<file path="config.mk">
export PLATFORM = sky130hd
export DESIGN_NAME = window_reorder_buffer_flat
export DESIGN_NICKNAME = d
export VERILOG_FILES = /design/src/rtl/core/wrb_pkg.sv /design/src/rtl/core/wrb_if.sv /design/src/rtl/core/window_reorder_buffer.sv /design/src/rtl/core/wrb_slot_ram.sv /design/src/rtl/core/wrb_rsp_stage.sv /design/src/rtl/core/wrb_seq.sv /design/src/flat_wrapper.sv
export SDC_FILE = /design/constraint.sdc
export NUM_CORES = 1
export LEC_CHECK = 0
export BUFFER_PORTS_ARGS = -buffer_cell sky130_fd_sc_hd__buf_2
export CAP_MARGIN = 20
export CORE_ASPECT_RATIO = 1.5
export CORE_UTILIZATION = 47
export CTS_BUF_LIST = sky130_fd_sc_hd__clkbuf_16
export DETAILED_ROUTE_END_ITERATION = 12
export GPL_TIMING_DRIVEN = 0
export PLACE_DENSITY_LB_ADDON = 0.15
export SYNTH_ARGS = -nofsm -noshare
export SYNTH_HDL_FRONTEND = slang
export SYNTH_SLANG_ARGS = --single-unit
</file>
<file path="constraint.sdc">
create_clock -name clock -period 5 [get_ports clock]
set_input_delay 0.75 -clock clock [delete_from_list [all_inputs] [get_ports clock]]
set_output_delay 0.75 -clock clock [all_outputs]
set_load 0.005 [all_outputs]
</file>
<file path="src/rtl/core/wrb_pkg.sv">
// Shared types, constants and codes for the window reorder buffer.
// No dependencies; every other file refers to it by scoped names.
package wrb_pkg;

   localparam int REORDER_DEPTH      = 16;
   localparam int MAX_WINDOW_SAMPLES = 768;
   localparam int MAX_OUT            = 16;

   localparam int TYPE_W   = 8;
   localparam int INDEX_W  = 32;
   localparam int SIZE_W   = 10;
   localparam int HANDLE_W = 16;
   localparam int STATUS_W = 3;
   localparam int CSR_IDX_W  = 4;
   localparam int CSR_DATA_W = 32;
   localparam int RUN_W    = $clog2(MAX_OUT + 1);

   // message kinds
   localparam logic [TYPE_W-1:0] MSG_DATA  = 8'd1;
   localparam logic [TYPE_W-1:0] MSG_UNEXP = 8'd2;
   localparam logic [TYPE_W-1:0] MSG_KILL  = 8'd3;

   // result status codes
   localparam logic [STATUS_W-1:0] ST_WINDOW      = 3'd0;
   localparam logic [STATUS_W-1:0] ST_END         = 3'd1;
   localparam logic [STATUS_W-1:0] ST_END_PENDING = 3'd2;
   localparam logic [STATUS_W-1:0] ST_BAD_TYPE    = 3'd3;
   localparam logic [STATUS_W-1:0] ST_STALE       = 3'd4;
   localparam logic [STATUS_W-1:0] ST_TOO_FAR     = 3'd5;

   // register indexes
   localparam logic [CSR_IDX_W-1:0] CSR_ORDERED_MODE = 4'd0;
   localparam logic [CSR_IDX_W-1:0] CSR_TAG_INDEX    = 4'd1;

   typedef struct packed {
      logic ordered_mode;
      logic tag_index;
   } cfg_type;

   typedef struct packed {
      logic                valid;
      logic [HANDLE_W-1:0] handle;
      logic [SIZE_W-1:0]   size;
   } slot_entry_type;

   typedef struct packed {
      logic [INDEX_W-1:0]  out_index;
      logic [HANDLE_W-1:0] out_handle;
      logic [SIZE_W-1:0]   out_size;
      logic                tag_valid;
      logic [STATUS_W-1:0] status;
      logic                last_of_run;
   } result_type;

   typedef struct packed {
      logic       push;
      result_type data;
   } rsp_push_type;

endpackage

</file>
<file path="src/rtl/core/wrb_if.sv">
// Channel interfaces of the window reorder buffer: request, response, register write.
// Depends on wrb_pkg for field widths.
interface wrb_req_if;
   logic                          valid;
   logic                          ready;
   logic [wrb_pkg::TYPE_W-1:0]    msg_type;
   logic [wrb_pkg::INDEX_W-1:0]   window_index;
   logic [wrb_pkg::SIZE_W-1:0]    payload_size;
   logic [wrb_pkg::HANDLE_W-1:0]  payload_handle;
   modport source (output valid, msg_type, window_index, payload_size, payload_handle,
                   input ready);
   modport sink   (input valid, msg_type, window_index, payload_size, payload_handle,
                   output ready);
endinterface

interface wrb_rsp_if;
   logic                          valid;
   logic                          ready;
   logic [wrb_pkg::INDEX_W-1:0]   out_index;
   logic [wrb_pkg::HANDLE_W-1:0]  out_handle;
   logic [wrb_pkg::SIZE_W-1:0]    out_size;
   logic                          tag_valid;
   logic [wrb_pkg::STATUS_W-1:0]  status;
   logic                          last_of_run;
   modport source (output valid, out_index, out_handle, out_size, tag_valid, status,
                   last_of_run, input ready);
   modport sink   (input valid, out_index, out_handle, out_size, tag_valid, status,
                   last_of_run, output ready);
endinterface

interface wrb_csr_if;
   logic                            valid;
   logic                            ready;
   logic [wrb_pkg::CSR_IDX_W-1:0]   index;
   logic [wrb_pkg::CSR_DATA_W-1:0]  data;
   modport source (output valid, index, data, input ready);
   modport sink   (input valid, index, data, output ready);
endinterface

</file>
<file path="src/rtl/core/window_reorder_buffer.sv">
// Top level of the window reorder buffer: register file, sequencer, response stage.
// Depends on wrb_pkg, wrb_if, wrb_seq, wrb_slot_ram and wrb_rsp_stage.
//
// Takes window descriptors and, in ordered mode, parks each data window in
// slot (index mod REORDER_DEPTH), then releases the run of consecutive
// windows from the expected index, up to 16 per descriptor, flagging the last
// one; in pass-through mode each window goes straight out. A kill ends the
// stream (status 2 if windows are still held) and everything after it is
// dropped until reset. After reset the slot memory is cleared, one slot per
// cycle, through all REORDER_DEPTH slots; req_ch.ready stays low meanwhile,
// register writes are taken as ever. One descriptor is in work at a time: a
// descriptor is decoded, then, where a slot lookup is needed, checked against
// the slot read, and its result goes to the response register; a stored
// window instead releases each window of its run by a read and a clear of the
// slot memory, whose read data is registered. Descriptors of unknown type
// pass only the decode state. A held response stalls the sequencer.
module window_reorder_buffer #(
   parameter int REORDER_DEPTH = wrb_pkg::REORDER_DEPTH
) (
   input logic       clock,
   input logic       reset,
   wrb_req_if.sink   req_ch,
   wrb_rsp_if.source rsp_ch,
   wrb_csr_if.sink   csr_ch
);

   wrb_pkg::cfg_type      cfg_ff, cfg_in;
   wrb_pkg::rsp_push_type push;
   logic                  out_free;

   // register writes always complete in one transfer
   assign csr_ch.ready = 1'b1;

   always_comb begin
      cfg_in = cfg_ff;
      if (csr_ch.valid) begin
         case (csr_ch.index)
            wrb_pkg::CSR_ORDERED_MODE: cfg_in.ordered_mode = csr_ch.data[0];
            wrb_pkg::CSR_TAG_INDEX:    cfg_in.tag_index    = csr_ch.data[0];
            default:                   cfg_in              = cfg_ff;
         endcase
      end
   end

   always_ff @(posedge clock) begin
      if (reset) begin
         cfg_ff.ordered_mode <= 1'b1;
         cfg_ff.tag_index    <= 1'b0;
      end else begin
         cfg_ff <= cfg_in;
      end
   end

   // descriptor decode, slot read-modify-write, release runs
   wrb_seq #(.REORDER_DEPTH(REORDER_DEPTH)) u_seq (
      .clock    (clock),
      .reset    (reset),
      .cfg      (cfg_ff),
      .req_ch   (req_ch),
      .out_free (out_free),
      .out_push (push)
   );

   // response register: the next result can be formed while this one waits
   wrb_rsp_stage u_rsp (
      .clock  (clock),
      .reset  (reset),
      .push   (push),
      .free   (out_free),
      .rsp_ch (rsp_ch)
   );

endmodule

</file>
<file path="src/rtl/core/wrb_slot_ram.sv">
// Slot memory: one write port, one read port, registered read data.
// Depends on wrb_pkg for the entry type.
module wrb_slot_ram #(
   parameter  int DEPTH = wrb_pkg::REORDER_DEPTH,
   localparam int AW    = $clog2(DEPTH)
) (
   input  logic                    clock,
   input  logic                    wr_en,
   input  logic [AW-1:0]           wr_addr,
   input  wrb_pkg::slot_entry_type wr_data,
   input  logic                    rd_en,
   input  logic [AW-1:0]           rd_addr,
   output wrb_pkg::slot_entry_type rd_data
);

   wrb_pkg::slot_entry_type mem [DEPTH];

   always_ff @(posedge clock) begin
      if (wr_en) begin
         mem[wr_addr] <= wr_data;
      end
   end

   always_ff @(posedge clock) begin
      if (rd_en) begin
         rd_data <= mem[rd_addr];
      end
   end

endmodule

</file>
<file path="src/rtl/core/wrb_rsp_stage.sv">
// Output register of the response channel; decouples the sequencer from the sink.
// Depends on wrb_pkg and wrb_if.
module wrb_rsp_stage (
   input  logic                  clock,
   input  logic                  reset,
   input  wrb_pkg::rsp_push_type push,
   output logic                  free,
   wrb_rsp_if.source             rsp_ch
);

   logic                 valid_ff, valid_in;
   wrb_pkg::result_type  data_ff;

   assign free = !valid_ff || rsp_ch.ready;

   always_comb begin
      valid_in = valid_ff;
      if (push.push) begin
         valid_in = 1'b1;
      end else if (rsp_ch.ready) begin
         valid_in = 1'b0;
      end
   end

   always_ff @(posedge clock) begin
      if (reset) begin
         valid_ff <= 1'b0;
      end else begin
         valid_ff <= valid_in;
      end
   end

   always_ff @(posedge clock) begin
      if (push.push) begin
         data_ff <= push.data;
      end
   end

   assign rsp_ch.valid       = valid_ff;
   assign rsp_ch.out_index   = data_ff.out_index;
   assign rsp_ch.out_handle  = data_ff.out_handle;
   assign rsp_ch.out_size    = data_ff.out_size;
   assign rsp_ch.tag_valid   = data_ff.tag_valid;
   assign rsp_ch.status      = data_ff.status;
   assign rsp_ch.last_of_run = data_ff.last_of_run;

endmodule

</file>
<file path="src/rtl/core/wrb_seq.sv">
// Sequencer: decodes descriptors, read-modify-writes the slot memory, runs releases.
// Depends on wrb_pkg, wrb_if and wrb_slot_ram.
module wrb_seq #(
   parameter int REORDER_DEPTH = wrb_pkg::REORDER_DEPTH
) (
   input  logic                  clock,
   input  logic                  reset,
   input  wrb_pkg::cfg_type      cfg,
   wrb_req_if.sink               req_ch,
   input  logic                  out_free,
   output wrb_pkg::rsp_push_type out_push
);

   localparam int AW = $clog2(REORDER_DEPTH);
   localparam int CW = $clog2(REORDER_DEPTH + 1);
   localparam int IW = wrb_pkg::INDEX_W;

   localparam logic [2:0] S_CLEAR   = 3'd0;
   localparam logic [2:0] S_IDLE    = 3'd1;
   localparam logic [2:0] S_DECODE  = 3'd2;
   localparam logic [2:0] S_CHECK   = 3'd3;
   localparam logic [2:0] S_REL_RD  = 3'd4;
   localparam logic [2:0] S_REL_CHK = 3'd5;
   localparam logic [2:0] S_FLUSH   = 3'd6;

   logic [2:0]                  state_ff, state_in;
   logic [AW-1:0]               clr_addr_ff, clr_addr_in;
   logic [IW-1:0]               expected_ff, expected_in;
   logic [AW-1:0]               exp_slot_ff, exp_slot_in;
   logic [CW-1:0]               count_ff, count_in;
   logic [wrb_pkg::RUN_W-1:0]   run_ff, run_in;
   logic                        ended_ff, ended_in;
   logic                        hold_valid_ff, hold_valid_in;
   wrb_pkg::result_type         hold_ff, hold_in;

   logic [wrb_pkg::TYPE_W-1:0]   type_ff;
   logic [IW-1:0]                idx_ff;
   logic [wrb_pkg::SIZE_W-1:0]   size_ff;
   logic [wrb_pkg::HANDLE_W-1:0] handle_ff;
   logic [IW-1:0]                dist_ff;
   logic                         below_ff;
   logic [AW-1:0]                slot_ff, slot_in;

   logic                         accept;
   logic [wrb_pkg::SIZE_W-1:0]   size_sat;
   logic [AW:0]                  slot_sum;
   logic [AW-1:0]                slot_calc;
   logic                         too_far;
   logic                         take;
   logic [AW-1:0]                exp_slot_next;

   logic                    wr_en, rd_en;
   logic [AW-1:0]           wr_addr, rd_addr;
   wrb_pkg::slot_entry_type wr_data, rd_data;

   wrb_slot_ram #(.DEPTH(REORDER_DEPTH)) u_ram (
      .clock   (clock),
      .wr_en   (wr_en),
      .wr_addr (wr_addr),
      .wr_data (wr_data),
      .rd_en   (rd_en),
      .rd_addr (rd_addr),
      .rd_data (rd_data)
   );

   assign req_ch.ready = (state_ff == S_IDLE);
   assign accept       = req_ch.valid && req_ch.ready;

   assign size_sat = (req_ch.payload_size > wrb_pkg::SIZE_W'(wrb_pkg::MAX_WINDOW_SAMPLES)) ?
                     wrb_pkg::SIZE_W'(wrb_pkg::MAX_WINDOW_SAMPLES) : req_ch.payload_size;

   // slot of the incoming index, from the expected slot and the distance (< depth)
   assign slot_sum  = {1'b0, exp_slot_ff} + {1'b0, dist_ff[AW-1:0]};
   assign slot_calc = (slot_sum >= (AW+1)'(REORDER_DEPTH)) ?
                      AW'(slot_sum - (AW+1)'(REORDER_DEPTH)) : slot_sum[AW-1:0];
   assign too_far   = (dist_ff >= IW'(REORDER_DEPTH));

   // expected slot follows expected_index mod depth, including the 2^32 wrap
   assign exp_slot_next = (expected_ff == '1) ? '0 :
                          (exp_slot_ff == AW'(REORDER_DEPTH - 1)) ? '0 : exp_slot_ff + 1'b1;

   assign take = rd_data.valid && (run_ff < wrb_pkg::RUN_W'(wrb_pkg::MAX_OUT));

   always_comb begin
      state_in      = state_ff;
      clr_addr_in   = clr_addr_ff;
      expected_in   = expected_ff;
      exp_slot_in   = exp_slot_ff;
      count_in      = count_ff;
      run_in        = run_ff;
      ended_in      = ended_ff;
      hold_valid_in = hold_valid_ff;
      hold_in       = hold_ff;
      slot_in       = slot_ff;
      wr_en         = 1'b0;
      wr_addr       = slot_ff;
      wr_data       = '0;
      rd_en         = 1'b0;
      rd_addr       = slot_calc;
      out_push      = '0;

      case (state_ff)
         S_CLEAR: begin
            wr_en       = 1'b1;
            wr_addr     = clr_addr_ff;
            clr_addr_in = clr_addr_ff + 1'b1;
            if (clr_addr_ff == AW'(REORDER_DEPTH - 1)) begin
               state_in = S_IDLE;
            end
         end
         S_IDLE: begin
            if (accept && !ended_ff) begin
               state_in = S_DECODE;
            end
         end
         S_DECODE: begin
            hold_in             = '0;
            hold_in.out_index   = idx_ff;
            hold_in.last_of_run = 1'b1;
            hold_valid_in       = 1'b1;
            state_in            = S_FLUSH;
            if (type_ff == wrb_pkg::MSG_UNEXP) begin
               hold_in.status = wrb_pkg::ST_BAD_TYPE;
            end else if (type_ff == wrb_pkg::MSG_KILL) begin
               ended_in          = 1'b1;
               hold_in.out_index = expected_ff;
               hold_in.status    = (count_ff != '0) ? wrb_pkg::ST_END_PENDING : wrb_pkg::ST_END;
            end else if (type_ff == wrb_pkg::MSG_DATA) begin
               hold_in.out_handle = handle_ff;
               hold_in.out_size   = size_ff;
               if (!cfg.ordered_mode) begin
                  hold_in.tag_valid = cfg.tag_index;
                  hold_in.status    = wrb_pkg::ST_WINDOW;
               end else if (below_ff) begin
                  hold_in.status = wrb_pkg::ST_STALE;
               end else if (too_far) begin
                  hold_in.status = wrb_pkg::ST_TOO_FAR;
               end else begin
                  hold_in.status = wrb_pkg::ST_STALE;
                  rd_en          = 1'b1;
                  rd_addr        = slot_calc;
                  slot_in        = slot_calc;
                  state_in       = S_CHECK;
               end
            end else begin
               hold_valid_in = 1'b0;
               state_in      = S_IDLE;
            end
         end
         S_CHECK: begin
            if (rd_data.valid) begin
               state_in = S_FLUSH;   // occupied slot: stale result already in hold
            end else begin
               wr_en          = 1'b1;
               wr_addr        = slot_ff;
               wr_data.valid  = 1'b1;
               wr_data.handle = handle_ff;
               wr_data.size   = size_ff;
               count_in       = count_ff + 1'b1;
               run_in         = '0;
               hold_valid_in  = 1'b0;
               state_in       = S_REL_RD;
            end
         end
         S_REL_RD: begin
            rd_en    = 1'b1;
            rd_addr  = exp_slot_ff;
            state_in = S_REL_CHK;
         end
         S_REL_CHK: begin
            if (take) begin
               if (!hold_valid_ff || out_free) begin
                  out_push.push             = hold_valid_ff;
                  out_push.data             = hold_ff;
                  out_push.data.last_of_run = 1'b0;
                  wr_en              = 1'b1;
                  wr_addr            = exp_slot_ff;
                  wr_data            = '0;
                  hold_in.out_index  = expected_ff;
                  hold_in.out_handle = rd_data.handle;
                  hold_in.out_size   = rd_data.size;
                  hold_in.tag_valid  = cfg.tag_index;
                  hold_in.status     = wrb_pkg::ST_WINDOW;
                  hold_in.last_of_run = 1'b1;
                  hold_valid_in      = 1'b1;
                  expected_in        = expected_ff + 1'b1;
                  exp_slot_in        = exp_slot_next;
                  count_in           = count_ff - 1'b1;
                  run_in             = run_ff + 1'b1;
                  state_in           = S_REL_RD;
               end
            end else begin
               state_in = hold_valid_ff ? S_FLUSH : S_IDLE;
            end
         end
         S_FLUSH: begin
            if (out_free) begin
               out_push.push             = 1'b1;
               out_push.data             = hold_ff;
               out_push.data.last_of_run = 1'b1;
               hold_valid_in             = 1'b0;
               state_in                  = S_IDLE;
            end
         end
         default: begin
            state_in = S_IDLE;
         end
      endcase
   end

   always_ff @(posedge clock) begin
      if (reset) begin
         state_ff      <= S_CLEAR;
         clr_addr_ff   <= '0;
         expected_ff   <= '0;
         exp_slot_ff   <= '0;
         count_ff      <= '0;
         run_ff        <= '0;
         ended_ff      <= 1'b0;
         hold_valid_ff <= 1'b0;
      end else begin
         state_ff      <= state_in;
         clr_addr_ff   <= clr_addr_in;
         expected_ff   <= expected_in;
         exp_slot_ff   <= exp_slot_in;
         count_ff      <= count_in;
         run_ff        <= run_in;
         ended_ff      <= ended_in;
         hold_valid_ff <= hold_valid_in;
      end
   end

   always_ff @(posedge clock) begin
      hold_ff <= hold_in;
      slot_ff <= slot_in;
      if (accept) begin
         type_ff   <= req_ch.msg_type;
         idx_ff    <= req_ch.window_index;
         size_ff   <= size_sat;
         handle_ff <= req_ch.payload_handle;
         dist_ff   <= req_ch.window_index - expected_ff;
         below_ff  <= (req_ch.window_index < expected_ff);
      end
   end

endmodule
</file>
<file path="src/flat_wrapper.sv">
// flat-port wrapper written by rule: the top's interface ports become plain ports
module window_reorder_buffer_flat 
#(
   parameter int REORDER_DEPTH = wrb_pkg::REORDER_DEPTH
)
  (clock, reset, req_ch_valid, req_ch_msg_type, req_ch_window_index, req_ch_payload_size, req_ch_payload_handle, req_ch_ready, rsp_ch_valid, rsp_ch_out_index, rsp_ch_out_handle, rsp_ch_out_size, rsp_ch_tag_valid, rsp_ch_status, rsp_ch_last_of_run, rsp_ch_ready, csr_ch_valid, csr_ch_index, csr_ch_data, csr_ch_ready);
  wrb_req_if req_ch_i ();
  wrb_rsp_if rsp_ch_i ();
  wrb_csr_if csr_ch_i ();
  input logic clock;
  input logic reset;
  input wire logic [$bits(req_ch_i.valid)-1:0] req_ch_valid;
  input wire logic [$bits(req_ch_i.msg_type)-1:0] req_ch_msg_type;
  input wire logic [$bits(req_ch_i.window_index)-1:0] req_ch_window_index;
  input wire logic [$bits(req_ch_i.payload_size)-1:0] req_ch_payload_size;
  input wire logic [$bits(req_ch_i.payload_handle)-1:0] req_ch_payload_handle;
  output wire logic [$bits(req_ch_i.ready)-1:0] req_ch_ready;
  output wire logic [$bits(rsp_ch_i.valid)-1:0] rsp_ch_valid;
  output wire logic [$bits(rsp_ch_i.out_index)-1:0] rsp_ch_out_index;
  output wire logic [$bits(rsp_ch_i.out_handle)-1:0] rsp_ch_out_handle;
  output wire logic [$bits(rsp_ch_i.out_size)-1:0] rsp_ch_out_size;
  output wire logic [$bits(rsp_ch_i.tag_valid)-1:0] rsp_ch_tag_valid;
  output wire logic [$bits(rsp_ch_i.status)-1:0] rsp_ch_status;
  output wire logic [$bits(rsp_ch_i.last_of_run)-1:0] rsp_ch_last_of_run;
  input wire logic [$bits(rsp_ch_i.ready)-1:0] rsp_ch_ready;
  input wire logic [$bits(csr_ch_i.valid)-1:0] csr_ch_valid;
  input wire logic [$bits(csr_ch_i.index)-1:0] csr_ch_index;
  input wire logic [$bits(csr_ch_i.data)-1:0] csr_ch_data;
  output wire logic [$bits(csr_ch_i.ready)-1:0] csr_ch_ready;
  assign req_ch_i.valid = req_ch_valid;
  assign req_ch_i.msg_type = req_ch_msg_type;
  assign req_ch_i.window_index = req_ch_window_index;
  assign req_ch_i.payload_size = req_ch_payload_size;
  assign req_ch_i.payload_handle = req_ch_payload_handle;
  assign req_ch_ready = req_ch_i.ready;
  assign rsp_ch_valid = rsp_ch_i.valid;
  assign rsp_ch_out_index = rsp_ch_i.out_index;
  assign rsp_ch_out_handle = rsp_ch_i.out_handle;
  assign rsp_ch_out_size = rsp_ch_i.out_size;
  assign rsp_ch_tag_valid = rsp_ch_i.tag_valid;
  assign rsp_ch_status = rsp_ch_i.status;
  assign rsp_ch_last_of_run = rsp_ch_i.last_of_run;
  assign rsp_ch_i.ready = rsp_ch_ready;
  assign csr_ch_i.valid = csr_ch_valid;
  assign csr_ch_i.index = csr_ch_index;
  assign csr_ch_i.data = csr_ch_data;
  assign csr_ch_ready = csr_ch_i.ready;
  window_reorder_buffer #(.REORDER_DEPTH(REORDER_DEPTH)) u_core (.clock(clock), .reset(reset), .req_ch(req_ch_i), .rsp_ch(rsp_ch_i), .csr_ch(csr_ch_i));
endmodule
</file>
==> impl_metrics.py <==
metrics = {
    "yosys": {
        "synth_fa_ha_area_frac": 0.0192,
        "yosysTopAreaCell": "edfxtp_1",
        "netlist_area_mm2": 0.0305,
        "ys_seq_elements": 745,
        "synth-edff-count": 687,
        "ys.flop_type": "edfxtp_1",
        "synth.avg_cell_area_um2": 16.1,
        "synthSimpleGateAreaFrac": 0.0849,
        "synth_xor_area_frac": 0.0189,
        "synth_compound_area_frac": 0.0514,
        "synthMuxAreaShare": 0.0924,
        "yosys_warnings": 0,
        "synth_top_area_frac": 0.676,
        "async_reset_ff_frac": 0,
        "synthDistinctLibCells": 68,
        "synth-seq-area-share": 0.714,
        "syn_inst": 1900,
        "synthTopCellsByArea": "edfxtp_1 68%, mux4_2 8.0%, dfxtp_1 3.8%",
        "synth_top_family_by_area": "multiplexers",
        "syn-num-nets": 2052,
    },
    "die": {
        "fp.dieH_um": 314,
        "ios": 173,
        "rows": 114,
        "fp.coreArea_mm2": 0.0643,
        "design.die.area_mm2": 0.0660,
        "start_util": 0.475,
        "die_width_um": 210,
    },
    "timing": {
        "setup_ws_ns": 1.14,
        "hold_ws_ns": 0.301,
        "fin_skew_ns": 0.0242,
        "max_slew_margin": 0.266,
        "finalSetupViolCount": 0,
        "rsz0062_at_grt": "false",
        "hold_violations": 0,
        "tightest_slew_ns": 1.09,
        "slew_violations": 0,
        "finalCritPeriodShare": 0.773,
        "max_freq_mhz": 259,
        "fin_crit_ns": 3.86,
    },
    "setup_path": {
        "r2r_slack_ns": 1.14,
        "crit_path_start": "u_core.u_seq.exp_slot_ff[0]$_SDFFE_PP0P_",
        "r2r_cells": 7,
        "path_max_fanout": 10,
        "r2r-end": "u_core.u_seq.u_ram.rd_data[3]$_DFFE_PP_",
        "cp_data_required_time_ns": 5.33,
        "cp-end-kind": "flip-flop",
        "endpoint": "u_core.u_seq.u_ram.rd_data[3]$_DFFE_PP_",
        "cp-start-kind": "flip-flop",
        "criticalPathCategory": "flip-flop to flip-flop",
        "critPathArrivalTime_ns": 4.19,
        "worstReg2RegStart": "u_core.u_seq.exp_slot_ff[0]$_SDFFE_PP0P_",
    },
    "clocking": {
        "cts-root-buf": "clkbuf_16",
        "cts.reportedPaths.clkPinSlew_ns": 0.06,
        "cts-htree-levels": 3,
        "post_cts_buffers": 0,
        "ctsLongestPathBuffers": 3,
        "holdBufCountCts": 0,
        "insertion_delay_ns": 0.62,
        "numCtsBuffers": 70,
        "cts_num_sinks": 745,
        "cts_resized": 0,
        "cts_tree": "built",
    },
    "global_route": {
        "grt_max_degree": 64,
        "grt_pass1_vias": 17804,
        "track_usage": 0.228,
        "antenna_found_initial": 0,
        "grt_overflow": 0,
        "grt_pass1_wl_mm": 109,
    },
    "worst_hold_path": {
        "hp-start": "req_ch_payload_handle[8]",
        "hp-class": "input pin to flip-flop",
    },
    "cells_and_area": {
        "n_antenna_cell": 0,
        "drive_gt1_frac": 0.197,
        "regArea_mm2": 0.0218,
        "fillCellCount": 5130,
        "final_common_cell": "edfxtp_1",
        "nNetsFinal": 2287,
        "final_cells": 3057,
        "area_growth_pct": 15.2,
        "multi_input_area_mm2": 0.00831,
        "final_area_mm2": 0.0352,
        "most-common-layout-cells": "687 x edfxtp_1, 155 x buf_2, 145 x nand2_1",
    },
    "placed_design": {
        "gp_congestion": 0.840,
        "hpwl_mm": 50.8,
        "placed_cells": 2933,
        "io_buffer_count": 139,
        "dp_slack_ns": 1.05,
        "placed_area_mm2": 0.0330,
    },
    "pwr": {
        "pwr_density_cell_mw_per_mm2": 369,
        "p_leak_nw": 11.9,
        "power_w": 0.0130,
        "ir_drop_mv": 0.246,
    },
    "routing": {
        "wl_per_cell_um": 23.9,
        "drtAntennaViolNets": 0,
        "dr.pass1.iters": 5,
        "via_per_inst": 5.56,
        "wirelength_mm": 73.2,
        "via_count": 16993,
        "drt_iter0_drc": 1237,
        "drt_drc_violations_left": 0,
    },
    "job": {
        "cap_violations": 0,
    },
    "run_status": {
        "outcome": "completed",
    },
}
==> per-layer routing <==
layer	part of all wire	vias to the layer above	track usage
li1	-	7746	-
met1	0.38	8620	0.264
met2	0.53	470	0.412
met3	0.045	157	0.0349
met4	0.043	0	0.105
met5	0	-	0
==> per-stage QoR <==
stage	utilization	TNS, ns
3_5_place_dp	0.513	0
5_1_grt	0.547	0
3_3_place_gp	0.502	-203.25
2_1_floorplan	-	0
6_report	0.547	0
4_1_cts	0.547	0
==> final cells by class <==
cell class              instances  share of cell area
clock buffers                  71              0.0505
clock inverters                53              0.0108
well taps                     870              0.0310
repair buffers                163              0.0349
flip-flops and latches        745               0.620
inverters                      54             0.00577
plain buffers                  79              0.0110
multi-input cells            1022               0.236
==> where the power goes <==
group,switching [W],internal (W),total [W]
Combinational,0.000486,0.000293,0.000779
Clock,0.00230,0.00280,0.00510
Sequential,0.0000574,0.00702,0.00708
Total,0.00284,0.0101,0.0130
==> how the worst min path moves through the flow <==
stage / to / slack (ns) / cells past startpoint
global route: u_core.u_seq.handle_ff[5]$_DFFE_PP_ / 0.28 / 1
detailed placement: u_core.u_seq.count_ff[3]$_SDFFE_PP0P_ / 0.47 / 2
CTS: u_core.u_seq.handle_ff[10]$_DFFE_PP_ / 0.27 / 1
global placement: u_core.u_seq.count_ff[3]$_SDFFE_PP0P_ / 0.46 / 2
floorplan: u_core.u_seq.ended_ff$_SDFFE_PP0P_ / 0.43 / 2
finish: u_core.u_seq.handle_ff[8]$_DFFE_PP_ / 0.30 / 1
==> cell usage after synthesis, types with 3 or more instances <==
library cell / n
a31oi_1: 6
xor2_1: 15
nor2b_1: 43
and3_1: 8
nor3_1: 20
fa_1: 3
buf_4: 5
nand4_1: 17
clkbuf_1: 52
o211ai_1: 5
buf_6: 7
nand2_1: 146
a221oi_1: 3
mux2i_1: 33
mux4_2: 108
or3_1: 7
a211oi_1: 34
nand3b_1: 4
nand2b_1: 10
o21a_1: 6
inv_1: 53
o21bai_1: 4
o21ai_0: 85
and2_1: 100
nor2_1: 86
nor4_1: 13
nand3_1: 28
or4_1: 4
dfxtp_1: 58
a21oi_1: 80
and4_1: 5
ha_1: 42
a21o_1: 13
edfxtp_1: 687
buf_2: 15
xnor2_1: 51
a22oi_1: 6
==> critical path, cell delays in order (launching register included) <==
cell      delay [ns]
dfxtp_1         0.53
ha_1            0.26
fa_1            0.44
mux2i_2         0.67
clkbuf_1        0.66
mux4_2          0.42
a211oi_1        0.51
a21oi_1         0.08
==> registers in the layout (all words and copies together) (netlist names), 2 cells and up <==
signal,count
u_core.u_seq.size_ff,10
u_core.u_seq.handle_ff,16
u_core.u_seq.clr_addr_ff,4
u_core.u_seq.state_ff,3
u_core.u_seq.expected_ff,32
u_core.u_seq.dist_ff,32
u_core.u_seq.hold_ff,62
u_core.u_rsp.rsp_ch.out_size,10
u_core.u_seq.run_ff,5
u_core.u_seq.idx_ff,32
u_core.u_rsp.rsp_ch.out_handle,16
u_core.cfg_ff,2
u_core.u_seq.exp_slot_ff,4
u_core.u_seq.type_ff,8
u_core.u_seq.u_ram.rd_data,27
u_core.u_seq.u_ram.mem,432
u_core.u_rsp.rsp_ch.status,3
u_core.u_seq.slot_ff,4
u_core.u_seq.count_ff,5
u_core.u_rsp.rsp_ch.out_index,32
==> cell families after synthesis <==
| kind of cell | Yosys count |
|---|---|
| flip-flops | 745 |
| AND/OR/NAND/NOR | 504 |
| AO/OA/AOI/OAI | 261 |
| multiplexers | 145 |
| buffers and inverters | 133 |
| XOR/XNOR | 66 |
| adder cells (fa/ha/maj) | 45 |
| other | 1 |
No activity file was read; power rests on OpenSTA's default activity.
